==> config.mk <==
export PLATFORM = sky130hd
export DESIGN_NAME = faa_queue
export DESIGN_NICKNAME = d
export VERILOG_FILES = /design/src/hdl/faa_pkg.sv /design/src/hdl/faa_queue.sv
export SDC_FILE = /design/constraint.sdc
export NUM_CORES = 1
export LEC_CHECK = 0
export ABC_AREA = 1
export BUFFER_PORTS_ARGS = -buffer_cell sky130_fd_sc_hd__clkbuf_2
export CAP_MARGIN = 20
export CORE_ASPECT_RATIO = 1.4
export CORE_MARGIN = 2
export CORE_UTILIZATION = 55
export CTS_CLUSTER_DIAMETER = 150
export DETAILED_ROUTE_END_ITERATION = 6
export PLACE_DENSITY = 0.83
export REMOVE_ABC_BUFFERS = 1
export SETUP_SLACK_MARGIN = 0.1
export SKIP_CTS_REPAIR_TIMING = 1
export SYNTH_ARGS = -nofsm -noshare
export SYNTH_HDL_FRONTEND = slang
export SYNTH_SLANG_ARGS = --single-unit
==> constraint.sdc <==
create_clock -name clk_i -period 5.7 [get_ports clk_i]
set_clock_uncertainty 0.05 [all_clocks]
set_input_delay 0 -clock clk_i [delete_from_list [all_inputs] [get_ports clk_i]]
set_output_delay 0 -clock clk_i [all_outputs]
set_load 0.05 [all_outputs]
==> src/hdl/faa_pkg.sv <==
package faa_pkg;

  localparam int MaxBlocks = 8;
  localparam int SizeBits  = 16;
  localparam int BlkW      = (MaxBlocks > 1) ? $clog2(MaxBlocks) : 1;
  localparam int CntW      = $clog2(MaxBlocks + 1);
  localparam int IdxW      = 3;
  localparam int AmtW      = 16;
  localparam int ReqNumW   = 16;
  localparam int CfgW      = 4;
  localparam int CfgIdxW   = 1;
  localparam int QDepth    = 2;
  localparam int QPtrW     = (QDepth > 1) ? $clog2(QDepth) : 1;
  localparam int QCntW     = $clog2(QDepth + 1);

  localparam logic OpLoad    = 1'b0;
  localparam logic OpRequest = 1'b1;

  localparam logic [CfgIdxW-1:0] RegBlocksInUse = 1'b0;
  localparam logic [CfgIdxW-1:0] RegFitMode     = 1'b1;

  localparam logic FitFirst = 1'b0;
  localparam logic FitWorst = 1'b1;

  typedef enum logic {
    KindLoad,
    KindRequest
  } kind_e;

  typedef struct packed {
    kind_e               kind;
    logic [BlkW-1:0]     blk;
    logic [SizeBits-1:0] amt;
  } job_t;

  typedef struct packed {
    logic [CntW-1:0] limit;
    logic            mode;
  } cfg_t;

endpackage

==> src/hdl/faa_queue.sv <==
module faa_queue import faa_pkg::*; (
  input  logic clk_i,
  input  logic rst_ni,
  input  logic push_i,
  input  job_t job_i,
  input  logic pop_i,
  output logic full_o,
  output logic valid_o,
  output job_t job_o
);

  job_t             mem_q [QDepth];
  logic [QPtrW-1:0] wr_q, wr_d;
  logic [QPtrW-1:0] rd_q, rd_d;
  logic [QCntW-1:0] cnt_q, cnt_d;
  logic             do_push;
  logic             do_pop;

  assign full_o  = cnt_q == QCntW'(QDepth);
  assign valid_o = cnt_q != '0;
  assign job_o   = mem_q[rd_q];
  assign do_push = push_i && !full_o;
  assign do_pop  = pop_i && valid_o;

  always_comb begin
    wr_d  = wr_q;
    rd_d  = rd_q;
    cnt_d = cnt_q;
    if (do_push) begin
      wr_d = (32'(wr_q) == QDepth - 1) ? '0 : wr_q + 1'b1;
    end
    if (do_pop) begin
      rd_d = (32'(rd_q) == QDepth - 1) ? '0 : rd_q + 1'b1;
    end
    if (do_push && !do_pop) begin
      cnt_d = cnt_q + 1'b1;
    end else if (do_pop && !do_push) begin
      cnt_d = cnt_q - 1'b1;
    end
  end

  always_ff @(posedge clk_i or negedge rst_ni) begin
    if (!rst_ni) begin
      wr_q  <= '0;
      rd_q  <= '0;
      cnt_q <= '0;
    end else begin
      wr_q  <= wr_d;
      rd_q  <= rd_d;
      cnt_q <= cnt_d;
    end
  end

  always_ff @(posedge clk_i) begin
    if (do_push) begin
      mem_q[wr_q] <= job_i;
    end
  end

endmodule

==> impl_results.md, run 1 <==
- Via Count: around 1,200
- Worst-path cell chain: inv_1 -> o21ai_0 -> nor2_2
- Clock Path Buffers: 2
- Buffers on Ports: 45
- Final slew viol count: 0
- Detail Route Antenna Nets: 0
- Peak supply drop: 0.560 mV
- Final worst path period need: roughly 2000 ps
- Gr usage total: 0.190
- Yosys top cell by area: edfxtp_1
- Cell Area, Synth: ~0.0017 mm2
- Top cells by area, synth: edfxtp_1 (71%), nand2_1 (15%), dfrtp_1 (5.9%)
- Hold Vio Cnt, Final: 0
- Clock transition at the registers of the reported paths: 80 ps
- CTS tree: done
- Clk Tree Root Cell: clkbuf_8
- Tcrit/Tclk final: 0.347
- Total power: 0.00132 W
- Placer Congestion: 0.698
- Vias in the first global route: 1,127
- H-Tree Level Count: 2
- Worst path max stage delay: between 800 and 900 ps
- Routed len/inst: 13.6 um
- Drt first pass iters: 4
- Initial Util: 0.581
- Core area: 0.00291 mm2
- Critical path type: reg2reg
- Finish-stage setup viols: 0
- IO Pins: 46
- CP Buf/Inv Count: 1
- Die X: 50.8 um
- Nature of the critical path startpoint: register
- Post-synthesis sequential area ratio: 0.770
- Num CTS Buffers: 5
- Initial antenna violation count: 0
- Die area: 0.00354 mm2
- Max Freq: 0.506 GHz
- Total gr overflow: 0
- Num rows: 23
- Number of standard cells after synthesis: 136
- 1st-iter DRT viols: 31
- Worst relative slew slack: 0.333
- RSZ-0062 raised after global routing: no
- Critical path's slowest cell: nor2_2
- Share of layout cells above drive strength 1: 0.293
- Nets: 232
- Synth top area share: 0.711
- Number of antenna diodes: 0
- Power Density: 578 mW/mm2
- FF-to-FF setup slack: around 3700 ps
- Clk Latency, worst-skew pair: 290 ps
- Filler Cell Count: 179
- Layout area overhead: 35.3%
- Syn_area_per_cell: 12.4 um2
- Largest net degree at the start of global routing: 23
- Min-delay worst type: in2reg
- MaxCap Viol Count: 0
- Synth warn: 0
- Setup_tns: 0 ps
- Worst EP arrival: 1840 ps
- Crit-path max FO: 20
- Die H: 69.6 um
- Yosys reg bits: 44
- CP top delay family: simple AND/OR/NAND/NOR gates
- WL final: 3330 um
- Endpoint type of the worst setup path: register
- CTS sink cnt: 44
- LEAKAGE: between 1 and 1.5 nW
- Post-synth cell types: 15
- DP HPWL: 2010 um
- First-pass GRT wire length: 4780 um
- DRC: 0
- Worst path required time: about 5600 ps
- Outcome: completed
- Measured slew at the worst slew-check pin: 999 ps
- Average vias per placed instance: between 4 and 5
-- state kept, by name (all words and copies together), names as in the netlist --
| register | count |
|---|---|
| mem_q | 40 |
| cnt_q | 2 |
| rd_q | 1 |
| wr_q | 1 |
-- report_power, final --
part           switching, W  internal (W)
clock              0.000101      0.000130
combinational      0.000472      0.000126
sequential        0.0000491      0.000444
-- cells in the mapped netlist --
| library cell | n |
|---|---|
| nor2_4 | 1 |
| inv_1 | 6 |
| nand2_2 | 3 |
| nor2_2 | 1 |
| nand2_1 | 68 |
| nand3_1 | 2 |
| inv_2 | 2 |
| nor2_1 | 1 |
| nand4_1 | 1 |
| o21ai_0 | 1 |
| dfrtp_1 | 4 |
| ha_1 | 1 |
| buf_2 | 4 |
| edfxtp_1 | 40 |
| xnor2_1 | 1 |
-- per-layer routing --
| metal | vias up | wire length, um | global-route usage |
|---|---|---|---|
| met1 | 536 | 1310 | 0.198 |
| li1 | 584 | - | - |
| met5 | - | 0 | 0 |
| met3 | 7 | 176 | 0.0711 |
| met4 | 0 | 59 | 0.0721 |
| met2 | 53 | 1780 | 0.338 |
-- cell families (layout without fill, tap and decap cells) --
logic type                 Yosys count  in the layout  share of synthesized area
adders and majority gates            1              1                    0.00741
xor gates and xnor gates             1              1                    0.00519
AOI/OAI and AO/OA                    1              1                    0.00296
buffers and inverters               12             84                     0.0296
DFF                                 44             44                      0.770
and+or+nand+nor                     77             77                      0.184
-- cell type report --
type                    instances  area (um2)  area share
repair buffers                 68         455       0.199
clock inverters                 3        42.5      0.0186
flip-flops and latches         44        1300       0.570
multi-input cells              80         340       0.149
inverters                       8        30.0      0.0131
clock buffers                   5        68.8      0.0301
well taps                      37        46.3      0.0203
-- final timing paths --
check / depth (start not counted) / to / startpoint
worst min-delay path: 5 / wr_q$_DFFE_PN0N_ / push_i
worst min register to register: 2 / wr_q$_DFFE_PN0N_ / wr_q$_DFFE_PN0N_
worst max-delay path: 3 / mem_q[1][12]$_DFFE_PP_ / cnt_q[1]$_DFFE_PN0P_
worst max register to register: 3 / mem_q[1][12]$_DFFE_PP_ / cnt_q[1]$_DFFE_PN0P_
min in group asynchronous: 3 / wr_q$_DFFE_PN0N_ / rst_ni
max in group asynchronous: 3 / cnt_q[1]$_DFFE_PN0P_ / rst_ni
-- worst register-to-register path, cell delays in order (launching register included) --
cell and delay (ps):
dfrtp_1 390, inv_1 150, o21ai_0 200, nor2_2 810
-- layout by cell type, fill, tap and decap left out --
cell type	n
bufinv_16	1
clkbuf_2	45
clkbuf_8	5
clkinv_2	1
clkinvlp_4	1
dfrtp_1	4
dlygate4sd3_1	23
edfxtp_1	40
ha_1	1
inv_1	6
inv_2	2
nand2_1	68
nand2_2	3
nand3_1	2
nand4_1	1
nor2_2	2
nor2_4	1
o21ai_0	1
xnor2_1	1
-- through the flow --
step | std cells | util | hold slack [ps] | cell area [um2] | setup WS [ps]
6_report | 245 | 0.786 | 49.9 | 2280 | 3720
5_1_grt | 245 | 0.786 | 39.8 | 2280 | 3570
2_1_floorplan | 132 | - | -346 | 1670 | 3800
3_3_place_gp | 214 | 0.669 | -242 | 1940 | 3920
3_5_place_dp | 214 | 0.669 | -238 | 1940 | 3800
4_1_cts | 222 | 0.707 | -557 | 2050 | 3730
No activity file was read; power rests on OpenSTA's default activity.
==> run 2: changes to the inputs <==
--- a/config.mk
+++ b/config.mk
@@ -10,10 +10,10 @@
 export CAP_MARGIN = 20
 export CORE_ASPECT_RATIO = 1.4
 export CORE_MARGIN = 2
-export CORE_UTILIZATION = 55
+export CORE_UTILIZATION = 51
 export CTS_CLUSTER_DIAMETER = 150
 export DETAILED_ROUTE_END_ITERATION = 6
-export PLACE_DENSITY = 0.83
+export PLACE_DENSITY = 0.78
 export REMOVE_ABC_BUFFERS = 1
 export SETUP_SLACK_MARGIN = 0.1
 export SKIP_CTS_REPAIR_TIMING = 1
==> constraint.sdc (replaced) <==
create_clock -name clk_i -period 2.04 [get_ports clk_i]
set_clock_uncertainty 0.05 [all_clocks]
set_input_delay 0 -clock clk_i [delete_from_list [all_inputs] [get_ports clk_i]]
set_output_delay 0 -clock clk_i [all_outputs]
set_load 0.05 [all_outputs]
==> run 2 against run 1 <==
Fmax grew 23%. Worst setup slack lost 3300 ps. Power grew to 2.7 times the previous value. Worst hold slack lost 37 ps. Sequential share of layout area shrank 0.25 points. Global-route usage shrank 1.2 points. Critical endpoint is now mem_q[1][9]$_DFFE_PP_. Largest power group unchanged.
==> impl_results.md, run 2 (synthesized netlist as in run 1, its figures left out) <==
- Average vias per placed instance: 4.74 (was 4.82)
- Setup_tns: 0 ps (unchanged)
- Gr usage total: 0.178 (was 0.190)
- Vias in the first global route: 1,117 (was 1,127)
- Drt first pass iters: 3 (was 4)
- Biggest register: mem_q (unchanged)
- WL final: 3260 um (was 3330 um)
- Final slew viol count: 0 (unchanged)
- Internal: 0.00187 W (was 0.000699 W)
- Number of antenna diodes: 0 (unchanged)
- Detail Route Antenna Nets: 0 (unchanged)
- Measured slew at the worst slew-check pin: 357 ps (was 999 ps)
- CTS sink cnt: 44 (unchanged)
- Total gr overflow: 0 (unchanged)
- Initial Util: 0.536 (was 0.581)
- 1st-iter DRT viols: 20 (was 31)
- RSZ-0062 raised after global routing: no (unchanged)
- Tcrit/Tclk final: 0.785 (was 0.347)
- LEAKAGE: 1.04 nW (was 1.03 nW)
- Peak supply drop: 1.21 mV (was 0.560 mV)
- Nature of the critical path startpoint: register (unchanged)
- Largest net degree at the start of global routing: 22 (was 23)
- Critical path type: reg2reg (unchanged)
- Seq pwr share: 0.364 (was 0.373)
- Outcome: completed (unchanged)
- First-pass GRT wire length: 4730 um (was 4780 um)
- Clock Path Buffers: 2 (unchanged)
- Share of layout cells above drive strength 1: 0.300 (was 0.293)
- IO Pins: 46 (unchanged)
- H-Tree Level Count: 2 (unchanged)
- Most common cell after layout, fill and taps aside: nand2_1 (unchanged)
- Power Density: 1560 mW/mm2 (was 578 mW/mm2)
- Biggest regs: mem_q (40), cnt_q (2) (unchanged)
- Initial antenna violation count: 0 (unchanged)
- Finish-stage setup viols: 0 (unchanged)
- CTS tree: done (unchanged)
- Via Count: 1,195 (was 1,180)
- Switch Pwr: 0.00171 W (was 0.000622 W)
- Clock transition at the registers of the reported paths: 70 ps (was 80 ps)
- Worst EP arrival: 1560 ps (was 1840 ps)
- Die area: 0.00380 mm2 (was 0.00354 mm2)
- Core area: 0.00315 mm2 (was 0.00291 mm2)
- Buffers on Ports: 45 (unchanged)
- Clk Latency, worst-skew pair: 290 ps (about the same)
- Num rows: 24 (was 23)
- Routed len/inst: 12.9 um (was 13.6 um)
- Crit-path max FO: 8 (was 20)
- Largest register FFs: 40 (unchanged)
- Post-layout util: 0.728 (was 0.786)
- Nets: 237 (was 232)
- Die X: 52.6 um (was 50.8 um)
- Num CTS Buffers: 5 (unchanged)
- DRC: 0 (unchanged)
- Min-delay worst type: in2reg (unchanged)
- DP HPWL: 2120 um (was 2010 um)
- Final worst path period need: 1600 ps (was 1980 ps)
- Die H: 72.1 um (was 69.6 um)
- Hold Vio Cnt, Final: 0 (unchanged)
- Endpoint type of the worst setup path: register (unchanged)
- Commonest cells after routing, fill and taps aside: nand2_1 (68), clkbuf_2 (45), edfxtp_1 (40), dlygate4sd3_1 (23), inv_1 (6) (unchanged)
- Layout area overhead: 35.9% (was 35.3%)
- Clk Tree Root Cell: clkbuf_8 (unchanged)
- Worst path required time: 2000 ps (was 5570 ps)
- Worst relative slew slack: 0.760 (was 0.333)
- Combinational share of power: 0.495 (was 0.453)
- Placer Congestion: 0.771 (was 0.698)
- Max Freq: 0.625 GHz (was 0.506 GHz)
- Sw Share: 0.478 (was 0.471)
- MaxCap Viol Count: 0 (unchanged)
- Clock power share: 0.141 (was 0.174)
run 2: cell count changes in the layout (fill, tap and decap cells not counted):
cell	change
buf_4	+5
clkinvlp_4	-1
clkbuf_1	+2
bufinv_16	-1
run 2: path summary, 6_finish.rpt:
kind	endpoint	slack, ps	depth (start not counted)	startpoint
max reg2reg	mem_q[1][9]$_DFFE_PP_	440	4	cnt_q[1]$_DFFE_PN0P_
min	wr_q$_DFFE_PN0N_	10	5	push_i
min in group asynchronous	rd_q$_DFFE_PN0P_	580	3	rst_ni
min reg2reg	cnt_q[1]$_DFFE_PN0P_	440	2	cnt_q[1]$_DFFE_PN0P_
max	mem_q[1][9]$_DFFE_PP_	440	4	cnt_q[1]$_DFFE_PN0P_
max in group asynchronous	cnt_q[0]$_DFFE_PN0P_	1170	3	rst_ni
run 2: power by group through the flow:
stage	Sequential (W)	Combinational (W)	Clock [W]
finish	0.00131	0.00177	0.000505
global route	0.00133	0.00190	0.000550
CTS	0.00131	0.00175	0.000515
detailed placement	0.00133	0.00174	0
global placement	0.00132	0.00169	0
floorplan	0.00135	0.00127	0
run 2: worst max-delay path, cell delays in order (launching register included):
cell and delay, ps:
dfrtp_1 380, inv_1 130, o21ai_0 160, nor2_2 340, buf_4 240
run 2: layout make-up:
| type | instances | area [um2] |
|---|---|---|
| Sequential cell | 44 | 1300 |
| Multi-Input combinational cell | 80 | 340 |
| Clock buffer | 7 | 76.3 |
| Clock inverter | 1 | 5.00 |
| Timing Repair Buffer | 73 | 493 |
| Fill cell | 225 | 858 |
| Inverter | 8 | 30.0 |
| Tap cell | 39 | 48.8 |
run 2: per-stage QoR:
stage / hold WS, ps / std cells / worst slack (ps) / power, W / cell area [um2]
detailed placement: -232 / 221 / 443 / 0.00307 / 1980
global route: 67.8 / 252 / 373 / 0.00378 / 2290
floorplan: -346 / 132 / 139 / 0.00262 / 1670
CTS: -558 / 229 / 422 / 0.00357 / 2060
global placement: -241 / 221 / 523 / 0.00301 / 1980
finish: 13.0 / 252 / 439 / 0.00359 / 2290
run 2: metal layers:
metal  share of wire  routed length [um]  vias up  track usage
met1            0.37                1210      566        0.181
met2            0.57                1850       26        0.310
met4           0.017                  54        0       0.0826
li1                -                   -      597            -
met3           0.043                 141        6       0.0700
met5               0                   0        -            0
==> run 3: changes to the inputs <==
--- a/config.mk
+++ b/config.mk
@@ -10,10 +10,10 @@
 export CAP_MARGIN = 20
 export CORE_ASPECT_RATIO = 1.4
 export CORE_MARGIN = 2
-export CORE_UTILIZATION = 51
+export CORE_UTILIZATION = 46
 export CTS_CLUSTER_DIAMETER = 150
 export DETAILED_ROUTE_END_ITERATION = 6
-export PLACE_DENSITY = 0.78
+export PLACE_DENSITY = 0.74
 export REMOVE_ABC_BUFFERS = 1
 export SETUP_SLACK_MARGIN = 0.1
 export SKIP_CTS_REPAIR_TIMING = 1
==> constraint.sdc (replaced) <==
create_clock -name clk_i -period 1.4 [get_ports clk_i]
set_clock_uncertainty 0.05 [all_clocks]
set_input_delay 0 -clock clk_i [delete_from_list [all_inputs] [get_ports clk_i]]
set_output_delay 0 -clock clk_i [all_outputs]
set_load 0.05 [all_outputs]
==> run 3 against run 2 <==
Count of clock-buffer cells in the layout stayed put. Cell area is 12% higher. Worst hold slack better by 380 ps. Register-to-register slack worse by 420 ps. Global-route usage is 3.0 points lower. Critical endpoint is now mem_q[0][5]$_DFFE_PP_. Largest cell class unchanged. Largest power group unchanged.
==> impl_results.md, run 3 (synthesized netlist as in run 1, its figures left out) <==
- Tcrit/Tclk final: 0.986 (was 0.785)
- Worst path required time: 1360 ps (was 2000 ps)
- Initial Util: 0.472 (was 0.536)
- Num CTS Buffers: 5 (unchanged)
- Setup_tns: 0 ps (unchanged)
- Worst hold margin: 394 ps (was 13.0 ps)
- Max Freq: 0.725 GHz (was 0.625 GHz)
- Critical path's slowest cell: dfrtp_1 (unchanged)
- Setup crit end: mem_q[0][5]$_DFFE_PP_ (was mem_q[1][9]$_DFFE_PP_)
- Clock Path Buffers: 2 (unchanged)
- Final slew viol count: 0 (unchanged)
- Power Density: 2320 mW/mm2 (was 1560 mW/mm2)
- Min-delay worst type: in2reg (unchanged)
- Clk Latency, worst-skew pair: 290 ps (about the same)
- Biggest regs: mem_q (40), cnt_q (2) (unchanged)
- Nets: 245 (was 237)
- Buffers on Ports: 45 (unchanged)
- Die X: 55.2 um (was 52.6 um)
- Peak supply drop: 1.75 mV (was 1.21 mV)
- Final worst-path setup slack: 19.8 ps (was 439 ps)
- Initial antenna violation count: 0 (unchanged)
- WL final: 3620 um (was 3260 um)
- Cell repeated most along the worst path: nor2_4
- Final worst path period need: 1380 ps (was 1600 ps)
- Measured slew at the worst slew-check pin: 277 ps (was 357 ps)
- Worst EP arrival: 1340 ps (was 1560 ps)
- CTS sink cnt: 44 (unchanged)
- Worst relative slew slack: 0.816 (was 0.760)
- Vias in the first global route: 1,003 (was 1,117)
- First-pass GRT wire length: 4500 um (was 4730 um)
- Reg2Reg Capture Point: mem_q[0][5]$_DFFE_PP_ (was mem_q[1][9]$_DFFE_PP_)
- CP Buf/Inv Count: 3 (was 2)
- Outcome: completed (unchanged)
- Average vias per placed instance: 4.74 (about the same)
- Critical path depth: 6 (was 4)
- H-Tree Level Count: 2 (unchanged)
- Total gr overflow: 0 (unchanged)
- Clock transition at the registers of the reported paths: 70 ps (about the same)
- Num rows: 26 (was 24)
- Critical R2R Launch: cnt_q[1]$_DFFE_PN0P_ (unchanged)
- Clk Tree Root Cell: clkbuf_8 (unchanged)
- MaxCap Viol Count: 0 (unchanged)
- DP HPWL: 2110 um (was 2120 um)
- Commonest cells after routing, fill and taps aside: nand2_1 (68), edfxtp_1 (40), dlygate4sd3_1 (24), clkbuf_2 (24), buf_4 (14) (was nand2_1 (68), clkbuf_2 (45), edfxtp_1 (40), dlygate4sd3_1 (23), inv_1 (6))
- CP top delay family: flip-flops (unchanged)
- Finish-stage setup viols: 0 (unchanged)
- Worst-path cell chain: inv_2 -> nor2_4 -> nor2_4 -> nand2_2 -> inv_4 -> clkbuf_16 (was inv_1 -> o21ai_0 -> nor2_2 -> buf_4)
- Place WS: -32.6 ps (was 443 ps)
- Largest register FFs: 40 (unchanged)
- Die area: 0.00418 mm2 (was 0.00380 mm2)
- IO Pins: 46 (unchanged)
- Critical path type: reg2reg (unchanged)
- Hold Crit Start: job_i[16] (was push_i)
- Routed len/inst: 13.8 um (was 12.9 um)
- Biggest register: mem_q (unchanged)
- CTS tree: done (unchanged)
- Via Count: 1,247 (was 1,195)
- Layout area overhead: 52.8% (was 35.9%)
- FF-to-FF setup slack: 20 ps (was 440 ps)
- Share of layout cells above drive strength 1: 0.344 (was 0.300)
- RSZ-0062 raised after global routing: yes (was no)
- Number of antenna diodes: 0 (unchanged)
- Detail Route Antenna Nets: 0 (unchanged)
- Nature of the critical path startpoint: register (unchanged)
- Crit-path max FO: 5 (was 8)
- Die H: 75.7 um (was 72.1 um)
- Core area: 0.00358 mm2 (was 0.00315 mm2)
- Worst path max stage delay: 400 ps (was 380 ps)
- DRC: 0 (unchanged)
- Hold Vio Cnt, Final: 0 (unchanged)
- Crit path from: cnt_q[1]$_DFFE_PN0P_ (unchanged)
- Most common cell after layout, fill and taps aside: nand2_1 (unchanged)
- FF-to-FF path depth: 6 (was 4)
- 1st-iter DRT viols: 39 (was 20)
- Drt first pass iters: 4 (was 3)
- Largest net degree at the start of global routing: 22 (unchanged)
- Endpoint type of the worst setup path: register (unchanged)
- Post-layout util: 0.721 (was 0.728)
- Gr usage total: 0.147 (was 0.178)
- Filler Cell Count: 237 (was 225)
- LEAKAGE: 1.14 nW (was 1.04 nW)
- Placer Congestion: 0.743 (was 0.771)
## run 3: changes by cell type in the layout (fill, tap and decap cells not counted), sizes merged
cell,change
clkbuf,-17
dlygate4sd3,+1
buf,+24
## run 3: final cells by class
| cell class | count | area (um2) | area share |
|---|---|---|---|
| repair buffers | 81 | 743 | 0.288 |
| flip-flops and latches | 44 | 1300 | 0.505 |
| inverters | 8 | 40.0 | 0.0155 |
| clock buffers | 7 | 76.3 | 0.0296 |
| well taps | 42 | 52.6 | 0.0204 |
| clock inverters | 1 | 3.75 | 0.00145 |
| multi-input cells | 80 | 362 | 0.140 |
## run 3: stage by stage
| step | total power (W) | cell area [um2] | cells |
|---|---|---|---|
| after floorplan | 0.00382 | 1670 | 132 |
| after global placement | 0.00442 | 2000 | 222 |
| after detailed placement | 0.00451 | 2000 | 222 |
| after CTS | 0.00523 | 2080 | 230 |
| after global routing | 0.00627 | 2580 | 263 |
| final | 0.00598 | 2580 | 263 |
## run 3: worst min path at each step
stage                                         to  depth (start not counted)
after floorplan             cnt_q[0]$_DFFE_PN0P_                          0
after global placement          wr_q$_DFFE_PN0N_                          1
after detailed placement    cnt_q[0]$_DFFE_PN0P_                          1
after CTS                   cnt_q[0]$_DFFE_PN0P_                          1
after global routing      mem_q[1][19]$_DFFE_PP_                          2
final                     mem_q[0][16]$_DFFE_PP_                          2
## run 3: power by group
part | total [W] | switching (W) | internal, W
Combinational | 0.00331 | 0.00214 | 0.00116
Sequential | 0.00195 | 0.000143 | 0.00181
Clock | 0.000726 | 0.000379 | 0.000347
## run 3: metal layers
metal | vias to the layer above | GRT usage | routed length [um]
li1 | 617 | - | -
met1 | 590 | 0.149 | 1340
met2 | 29 | 0.269 | 2050
met3 | 11 | 0.0577 | 135
met4 | 0 | 0.0732 | 97
met5 | - | 0 | 0
